### src/hw/rtl/fqpd_pkg.sv
`default_nettype none

package fqpd_pkg;

    localparam int FQPD_DEPTH = 16;
    localparam int WORD_W     = 32;
    localparam int POS_W      = 16;
    localparam int OCC_W      = 5;

    localparam logic signed [WORD_W-1:0] POP_EMPTY_WORD = -32'sd1;

    typedef enum logic [1:0] {
        OP_PUSH   = 2'd0,
        OP_POP    = 2'd1,
        OP_CLEAR  = 2'd2,
        OP_DELETE = 2'd3
    } t_opcode;

    typedef enum logic [1:0] {
        ST_OK      = 2'd0,
        ST_EMPTY   = 2'd1,
        ST_FULL    = 2'd2,
        ST_MISSING = 2'd3
    } t_status;

    typedef struct packed {
        t_opcode                   opcode;
        logic signed [WORD_W-1:0]  push_value;
        logic [POS_W-1:0]          delete_position;
    } t_cmd;

    typedef struct packed {
        logic signed [WORD_W-1:0]  popped_value;
        t_status                   status;
        logic                      is_empty;
        logic [OCC_W-1:0]          occupancy;
    } t_rsp;

endpackage

`default_nettype wire

### src/hw/rtl/fqpd_cmd_if.sv
`default_nettype none

interface fqpd_cmd_if
    import fqpd_pkg::*;
();
    logic                     valid;
    logic                     ready;
    t_opcode                  opcode;
    logic signed [WORD_W-1:0] push_value;
    logic [POS_W-1:0]         delete_position;

    modport source (output valid, opcode, push_value, delete_position, input ready);
    modport sink   (input valid, opcode, push_value, delete_position, output ready);
endinterface

`default_nettype wire

### src/hw/rtl/fqpd_rsp_if.sv
`default_nettype none

interface fqpd_rsp_if
    import fqpd_pkg::*;
();
    logic                     valid;
    logic                     ready;
    logic signed [WORD_W-1:0] popped_value;
    t_status                  status;
    logic                     is_empty;
    logic [OCC_W-1:0]         occupancy;

    modport source (output valid, popped_value, status, is_empty, occupancy, input ready);
    modport sink   (input valid, popped_value, status, is_empty, occupancy, output ready);
endinterface

`default_nettype wire

### src/hw/rtl/fqpd_core.sv
`default_nettype none

module fqpd_core
    import fqpd_pkg::*;
#(
    parameter int QUEUE_DEPTH = FQPD_DEPTH
) (
    input  wire  i_clk,
    input  wire  i_rst_n,
    input  wire  i_en,
    input  t_cmd i_cmd,
    output t_rsp o_rsp
);

    localparam int CW = $clog2(QUEUE_DEPTH + 1);
    localparam int IW = $clog2(QUEUE_DEPTH);

    logic signed [WORD_W-1:0] r_slots [QUEUE_DEPTH];
    logic signed [WORD_W-1:0] w_next  [QUEUE_DEPTH];
    logic [CW-1:0]            r_count;
    logic [CW-1:0]            n_count;
    logic                     w_shift;
    logic                     w_push;
    logic [IW-1:0]            w_idx;
    logic [IW-1:0]            w_push_idx;
    logic signed [WORD_W-1:0] w_popped;
    t_status                  w_status;

    assign w_push_idx = IW'(r_count);

    always_comb begin
        n_count  = r_count;
        w_shift  = 1'b0;
        w_push   = 1'b0;
        w_idx    = '0;
        w_popped = '0;
        w_status = ST_OK;
        unique case (i_cmd.opcode)
            OP_PUSH: begin
                if (r_count < CW'(QUEUE_DEPTH)) begin
                    w_push  = 1'b1;
                    n_count = r_count + CW'(1);
                end else begin
                    w_status = ST_FULL;
                end
            end
            OP_POP: begin
                if (r_count == '0) begin
                    w_popped = POP_EMPTY_WORD;
                    w_status = ST_EMPTY;
                end else begin
                    w_popped = r_slots[0];
                    w_shift  = 1'b1;
                    n_count  = r_count - CW'(1);
                end
            end
            OP_CLEAR: begin
                n_count = '0;
            end
            OP_DELETE: begin
                if (i_cmd.delete_position == '0 ||
                    32'(i_cmd.delete_position) > 32'(r_count)) begin
                    w_status = ST_MISSING;
                end else begin
                    w_shift = 1'b1;
                    w_idx   = IW'(i_cmd.delete_position - POS_W'(1));
                    n_count = r_count - CW'(1);
                end
            end
            default: begin
                n_count = r_count;
            end
        endcase
    end

    always_comb begin
        o_rsp.popped_value = w_popped;
        o_rsp.status       = w_status;
        o_rsp.is_empty     = (n_count == '0);
        o_rsp.occupancy    = OCC_W'(n_count);
    end

    always_ff @(posedge i_clk) begin
        if (!i_rst_n) begin
            r_count <= '0;
        end else if (i_en) begin
            r_count <= n_count;
        end
    end

    for (genvar k = 0; k < QUEUE_DEPTH; k++) begin : g_cell
        if (k < QUEUE_DEPTH - 1) begin : g_link
            assign w_next[k] = r_slots[k+1];
        end else begin : g_last
            assign w_next[k] = r_slots[k];
        end

        always_ff @(posedge i_clk) begin
            if (i_en) begin
                if (w_push && w_push_idx == IW'(k)) begin
                    r_slots[k] <= i_cmd.push_value;
                end else if (w_shift && IW'(k) >= w_idx) begin
                    r_slots[k] <= w_next[k];
                end
            end
        end
    end

endmodule

`default_nettype wire

### src/hw/rtl/fifo_queue_with_positional_delete.sv
`default_nettype none

// Bounded FIFO of signed 32-bit words held in a row of QUEUE_DEPTH shift cells, head in
// cell 0. Each command word (push, pop, clear, delete at a one-based position) yields
// exactly one response word carrying the popped word (-1 on a pop of an empty queue,
// zero on any command that is not a pop), a status (ok, pop on empty, push on full,
// position missing), an empty flag and the low 5 bits of the count after the command.
// A pop or delete closes the gap by shifting the later cells down. Commands are
// registered, executed against the cells and the response is registered, so the block
// takes one command per cycle while the response output is not stalled. Each command
// passes the command register and then the response register, and its response word is
// held until the output takes it. The cells need no clearing after reset.

module fifo_queue_with_positional_delete
    import fqpd_pkg::*;
#(
    parameter int QUEUE_DEPTH = FQPD_DEPTH
) (
    input  wire        i_clk,
    input  wire        i_rst_n,
    fqpd_cmd_if.sink   i_cmd,
    fqpd_rsp_if.source o_rsp
);

    logic r_cmd_valid;
    t_cmd r_cmd;
    logic r_rsp_valid;
    t_rsp r_rsp;
    t_rsp w_rsp;
    logic w_exec;

    assign w_exec      = r_cmd_valid && (!r_rsp_valid || o_rsp.ready);
    assign i_cmd.ready = !r_cmd_valid || w_exec;

    always_ff @(posedge i_clk) begin
        if (!i_rst_n) begin
            r_cmd_valid <= 1'b0;
        end else if (i_cmd.ready) begin
            r_cmd_valid <= i_cmd.valid;
        end
    end

    always_ff @(posedge i_clk) begin
        if (i_cmd.ready && i_cmd.valid) begin
            r_cmd.opcode          <= i_cmd.opcode;
            r_cmd.push_value      <= i_cmd.push_value;
            r_cmd.delete_position <= i_cmd.delete_position;
        end
    end

    fqpd_core #(
        .QUEUE_DEPTH (QUEUE_DEPTH)
    ) u_core (
        .i_clk   (i_clk),
        .i_rst_n (i_rst_n),
        .i_en    (w_exec),
        .i_cmd   (r_cmd),
        .o_rsp   (w_rsp)
    );

    always_ff @(posedge i_clk) begin
        if (!i_rst_n) begin
            r_rsp_valid <= 1'b0;
        end else if (w_exec) begin
            r_rsp_valid <= 1'b1;
        end else if (o_rsp.ready) begin
            r_rsp_valid <= 1'b0;
        end
    end

    always_ff @(posedge i_clk) begin
        if (w_exec) begin
            r_rsp <= w_rsp;
        end
    end

    assign o_rsp.valid        = r_rsp_valid;
    assign o_rsp.popped_value = r_rsp.popped_value;
    assign o_rsp.status       = r_rsp.status;
    assign o_rsp.is_empty     = r_rsp.is_empty;
    assign o_rsp.occupancy    = r_rsp.occupancy;

endmodule

`default_nettype wire

### src/flat_wrapper.sv
// flat-port wrapper written by rule: the top's interface ports become plain ports
module fifo_queue_with_positional_delete_flat import fqpd_pkg::*;
#(
    parameter int QUEUE_DEPTH = FQPD_DEPTH
)
  (i_clk, i_rst_n, i_cmd_valid, i_cmd_opcode, i_cmd_push_value, i_cmd_delete_position, i_cmd_ready, o_rsp_valid, o_rsp_popped_value, o_rsp_status, o_rsp_is_empty, o_rsp_occupancy, o_rsp_ready);
  fqpd_cmd_if i_cmd_i ();
  fqpd_rsp_if o_rsp_i ();
  input  wire i_clk;
  input  wire i_rst_n;
  input wire logic [$bits(i_cmd_i.valid)-1:0] i_cmd_valid;
  input wire logic [$bits(i_cmd_i.opcode)-1:0] i_cmd_opcode;
  input wire logic [$bits(i_cmd_i.push_value)-1:0] i_cmd_push_value;
  input wire logic [$bits(i_cmd_i.delete_position)-1:0] i_cmd_delete_position;
  output wire logic [$bits(i_cmd_i.ready)-1:0] i_cmd_ready;
  output wire logic [$bits(o_rsp_i.valid)-1:0] o_rsp_valid;
  output wire logic [$bits(o_rsp_i.popped_value)-1:0] o_rsp_popped_value;
  output wire logic [$bits(o_rsp_i.status)-1:0] o_rsp_status;
  output wire logic [$bits(o_rsp_i.is_empty)-1:0] o_rsp_is_empty;
  output wire logic [$bits(o_rsp_i.occupancy)-1:0] o_rsp_occupancy;
  input wire logic [$bits(o_rsp_i.ready)-1:0] o_rsp_ready;
  assign i_cmd_i.valid = i_cmd_valid;
  assign i_cmd_i.opcode = i_cmd_opcode;
  assign i_cmd_i.push_value = i_cmd_push_value;
  assign i_cmd_i.delete_position = i_cmd_delete_position;
  assign i_cmd_ready = i_cmd_i.ready;
  assign o_rsp_valid = o_rsp_i.valid;
  assign o_rsp_popped_value = o_rsp_i.popped_value;
  assign o_rsp_status = o_rsp_i.status;
  assign o_rsp_is_empty = o_rsp_i.is_empty;
  assign o_rsp_occupancy = o_rsp_i.occupancy;
  assign o_rsp_i.ready = o_rsp_ready;
  fifo_queue_with_positional_delete #(.QUEUE_DEPTH(QUEUE_DEPTH)) u_core (.i_clk(i_clk), .i_rst_n(i_rst_n), .i_cmd(i_cmd_i), .o_rsp(o_rsp_i));
endmodule
### config.mk
export PLATFORM = sky130hd
export DESIGN_NAME = fifo_queue_with_positional_delete_flat
export DESIGN_NICKNAME = d
export VERILOG_FILES = /design/src/hw/rtl/fqpd_pkg.sv /design/src/hw/rtl/fqpd_cmd_if.sv /design/src/hw/rtl/fqpd_rsp_if.sv /design/src/hw/rtl/fqpd_core.sv /design/src/hw/rtl/fifo_queue_with_positional_delete.sv /design/src/flat_wrapper.sv
export SDC_FILE = /design/constraint.sdc
export NUM_CORES = 1
export LEC_CHECK = 0
export BUFFER_PORTS_ARGS = -buffer_cell sky130_fd_sc_hd__buf_2
export CORE_MARGIN = 1
export CORE_UTILIZATION = 45
export CTS_BUF_LIST = sky130_fd_sc_hd__clkbuf_4 sky130_fd_sc_hd__clkbuf_8 sky130_fd_sc_hd__clkbuf_16
export DETAILED_ROUTE_END_ITERATION = 12
export PLACE_DENSITY = 0.75
export SYNTH_ARGS = -nofsm -noshare
export SYNTH_HDL_FRONTEND = slang
export SYNTH_SLANG_ARGS = --single-unit
### constraint.sdc
create_clock -name i_clk -period 5.95 [get_ports i_clk]
set_clock_uncertainty 0.15 [all_clocks]
set_input_delay 0.8925 -clock i_clk [delete_from_list [all_inputs] [get_ports i_clk]]
set_output_delay 0.8925 -clock i_clk [all_outputs]
set_load 0.02 [all_outputs]
==> metrics.txt <==
core footprint 55520 sq um; Synth top area share 0.7091; DR vias between 10000 and 15000; total congestion overflow 0; Final Util 0.5219; Hold-fix buffers, CTS 0; DRC Markers 0; Clk pwr share 0.431; DRT Pass-1 Iters 5; fin crit period 4.652 ns; initial drt markers 826; cell area after layout 28980 sq um; average cell area after synthesis 17.89 sq um; hold_ws 0.3246 ns; Worst VDD drop 0.0001938 V; htree depth 3; Hold Crit Class in2reg; Synth Cell Area 25490 sq um; die area just under 60000 sq um; worst slack, placed 1.290 ns; final wirelength 45.58 mm; CTS Buf Count 66; Worst slew margin 0.1616; Clk Tree Root Cell clkbuf_16; Post-synth ARST share 0; top area cells in the synthesized netlist edfxtp_1, mux2_2, mux2_1; Comb power frac 0.049; vias in the first global route 12490; CTS resizes 0; CP Data Arrival Time approximately 4.7 ns; Post-synth EDFFs between 600 and 700; Internal 7.532 mW; Reg power frac 0.520; post-synth top area cell edfxtp_1; Worst setup EP type flip-flop; Max Root-Sink Buffers 3; Netlist cell types 59; worst path cell trace inv_1 > ha_1 > a21o_1 > a21oi_1 > a32o_1 > a31oi_1 > nor2_4 > buf_4 > o311a_1 > o21bai_4; Pwr Total 9.474 mW; placed wire-length estimate about 29 mm; switching part of the total 0.2050; largest net degree at the start of global routing 51; Mapped Cells approximately 1400; crit path max-delay cell type o311a_1; Nets 1573; commonest non-fill, non-tap cells in the layout edfxtp_1, mux2_2, buf_2; Routed Antenna Nets 0; fmax 215.0 MHz; status completed; unrepaired setup endpoints after global routing no; Setup-failing EPs final 0; most common cell after layout, fill and taps aside edfxtp_1; clk sink count 609; post-synth net total approximately 1500; Rows 86; layout overhead on the synthesized area 13.67%; initial antenna violation count 0; WL/cell 19.78 um; Via density 5.332; kind of critical path reg2reg; RePlAce Congestion 0.8106; NetSw 1.942 mW; Worst setup SP type flip-flop; gr usage total 0.1623; fin cells 2304; final hold vios 0; Clock Latency Late Sink 0.58 ns; layout cells sized above 1 0.4454; dominant synthesized flop cell edfxtp_1; post-synthesis register bit count around 610; Post-CTS Setup Repair Bufs 0; clock-pin slew on the worst setup and hold paths 0.06 ns; Least-Margin Pin Slew between 1 and 1.5 ns; first-pass GRT wire length 72.24 mm; Placed Cells incl. Taps about 2200; CP peak stage delay 1.09 ns; Final WS setup ~1.3 ns; chip height 240.0 um; register area share after synthesis 0.7146; Initial Util 0.4591; Critical Path Fanout Max 35; fin crit share 0.7818; Die Width 240.0 um; Ys Warns 0; CTS tree done; Placement Cell Area 26800 sq um; Final Slew Violations 0; Critical Path RT roughly 6.0 ns; power density over cell area 326.9 nW/um^2; Layout fillers 4394; leakage power roughly 9.5 nW; # diodes 0; Port Buffer Count 95; # IOs 96; setup TNS 0 ns; Max-cap violations 0
[worst max-delay path: cells and delay by family, from the launching register on]
family	cells	cell delay (ns)
buffers and inverters	2	0.56
adder cells (fa/ha/maj)	1	0.24
flip-flops	1	0.63
AO/OA/AOI/OAI	6	2.55
AND/OR/NAND/NOR	1	0.12
[power groups by stage]
stage / Clock (mW) / Sequential [mW] / Combinational, mW
global route: 4.33 / 4.94 / 0.507
detailed placement: 0 / 5.02 / 0.462
floorplan: 0 / 4.97 / 0.345
finish: 4.08 / 4.93 / 0.462
global placement: 0 / 5.01 / 0.454
CTS: 4.17 / 4.93 / 0.468
[synth_stat cells, types with 3 or more instances]
| cell type | count |
|---|---|
| nor2_1 | 80 |
| o21a_1 | 3 |
| inv_1 | 13 |
| clkbuf_1 | 47 |
| buf_2 | 40 |
| mux2_1 | 40 |
| buf_6 | 3 |
| nor3_1 | 4 |
| and2_1 | 3 |
| dfxtp_1 | 7 |
| a21oi_1 | 10 |
| o21ai_0 | 11 |
| nand2_1 | 21 |
| nor3_2 | 4 |
| buf_4 | 8 |
| nand3_1 | 13 |
| xnor2_1 | 3 |
| o21bai_1 | 8 |
| edfxtp_1 | 602 |
| mux2_2 | 440 |
| ha_1 | 12 |
[cell type report]
type | instances | area, sq um | area share
Sequential cell | 609 | 18220 | 0.6287
Multi-Input combinational cell | 705 | 6993 | 0.2413
Clock buffer | 89 | 1912 | 0.06598
Tap cell | 748 | 935.9 | 0.03230
Timing Repair Buffer | 112 | 603.1 | 0.02081
Clock inverter | 28 | 267.8 | 0.009240
Inverter | 13 | 48.80 | 0.001684
[sequential cells by signal, indices dropped and copies added, names as in the netlist]
signal,flops
u_core.o_rsp.popped_value,32
u_core.r_cmd_valid,1
u_core.o_rsp.valid,1
u_core.o_rsp.occupancy,5
u_core.r_cmd,50
u_core.u_core.r_count,5
u_core.o_rsp.is_empty,1
u_core.o_rsp.status,2
u_core.u_core.r_slots,512
[final timing paths]
check | from | end | cells after the start | slack [ns]
hold reg to reg | u_core.r_cmd_valid$_SDFFE_PN0N_ | u_core.o_rsp.valid$_SDFFE_PN0P_ | 2 | 0.38
hold / removal | i_cmd_push_value[0] | u_core.r_cmd[16]$_DFFE_PP_ | 1 | 0.32
setup reg to reg | u_core.u_core.r_count[2]$_SDFFE_PN0P_ | u_core.u_core.r_slots[0][148]$_DFFE_PP_ | 10 | 1.30
setup / recovery | u_core.u_core.r_count[2]$_SDFFE_PN0P_ | u_core.u_core.r_slots[0][148]$_DFFE_PP_ | 10 | 1.30
[layer usage]
metal / up-vias / part of all wire / global-route usage
met2: 271 / 0.46 / 0.2479
met1: 6232 / 0.48 / 0.2345
met5: - / 0 / 0
li1: 5695 / - / -
met3: 88 / 0.044 / 0.03284
met4: 0 / 0.020 / 0.04748
[kinds of logic after synthesis]
| logic type | Yosys count | share of synthesized area |
|---|---|---|
| muxes | 481 | 0.2124 |
| xor gates and xnor gates | 3 | 0.001031 |
| and+or+nand+nor | 146 | 0.02758 |
| AOI/OAI and AO/OA | 63 | 0.01806 |
| adders and majority gates | 12 | 0.005890 |
| DFF | 609 | 0.7146 |
| buffers and inverters | 111 | 0.02037 |
No activity file was read; power rests on OpenSTA's default activity.
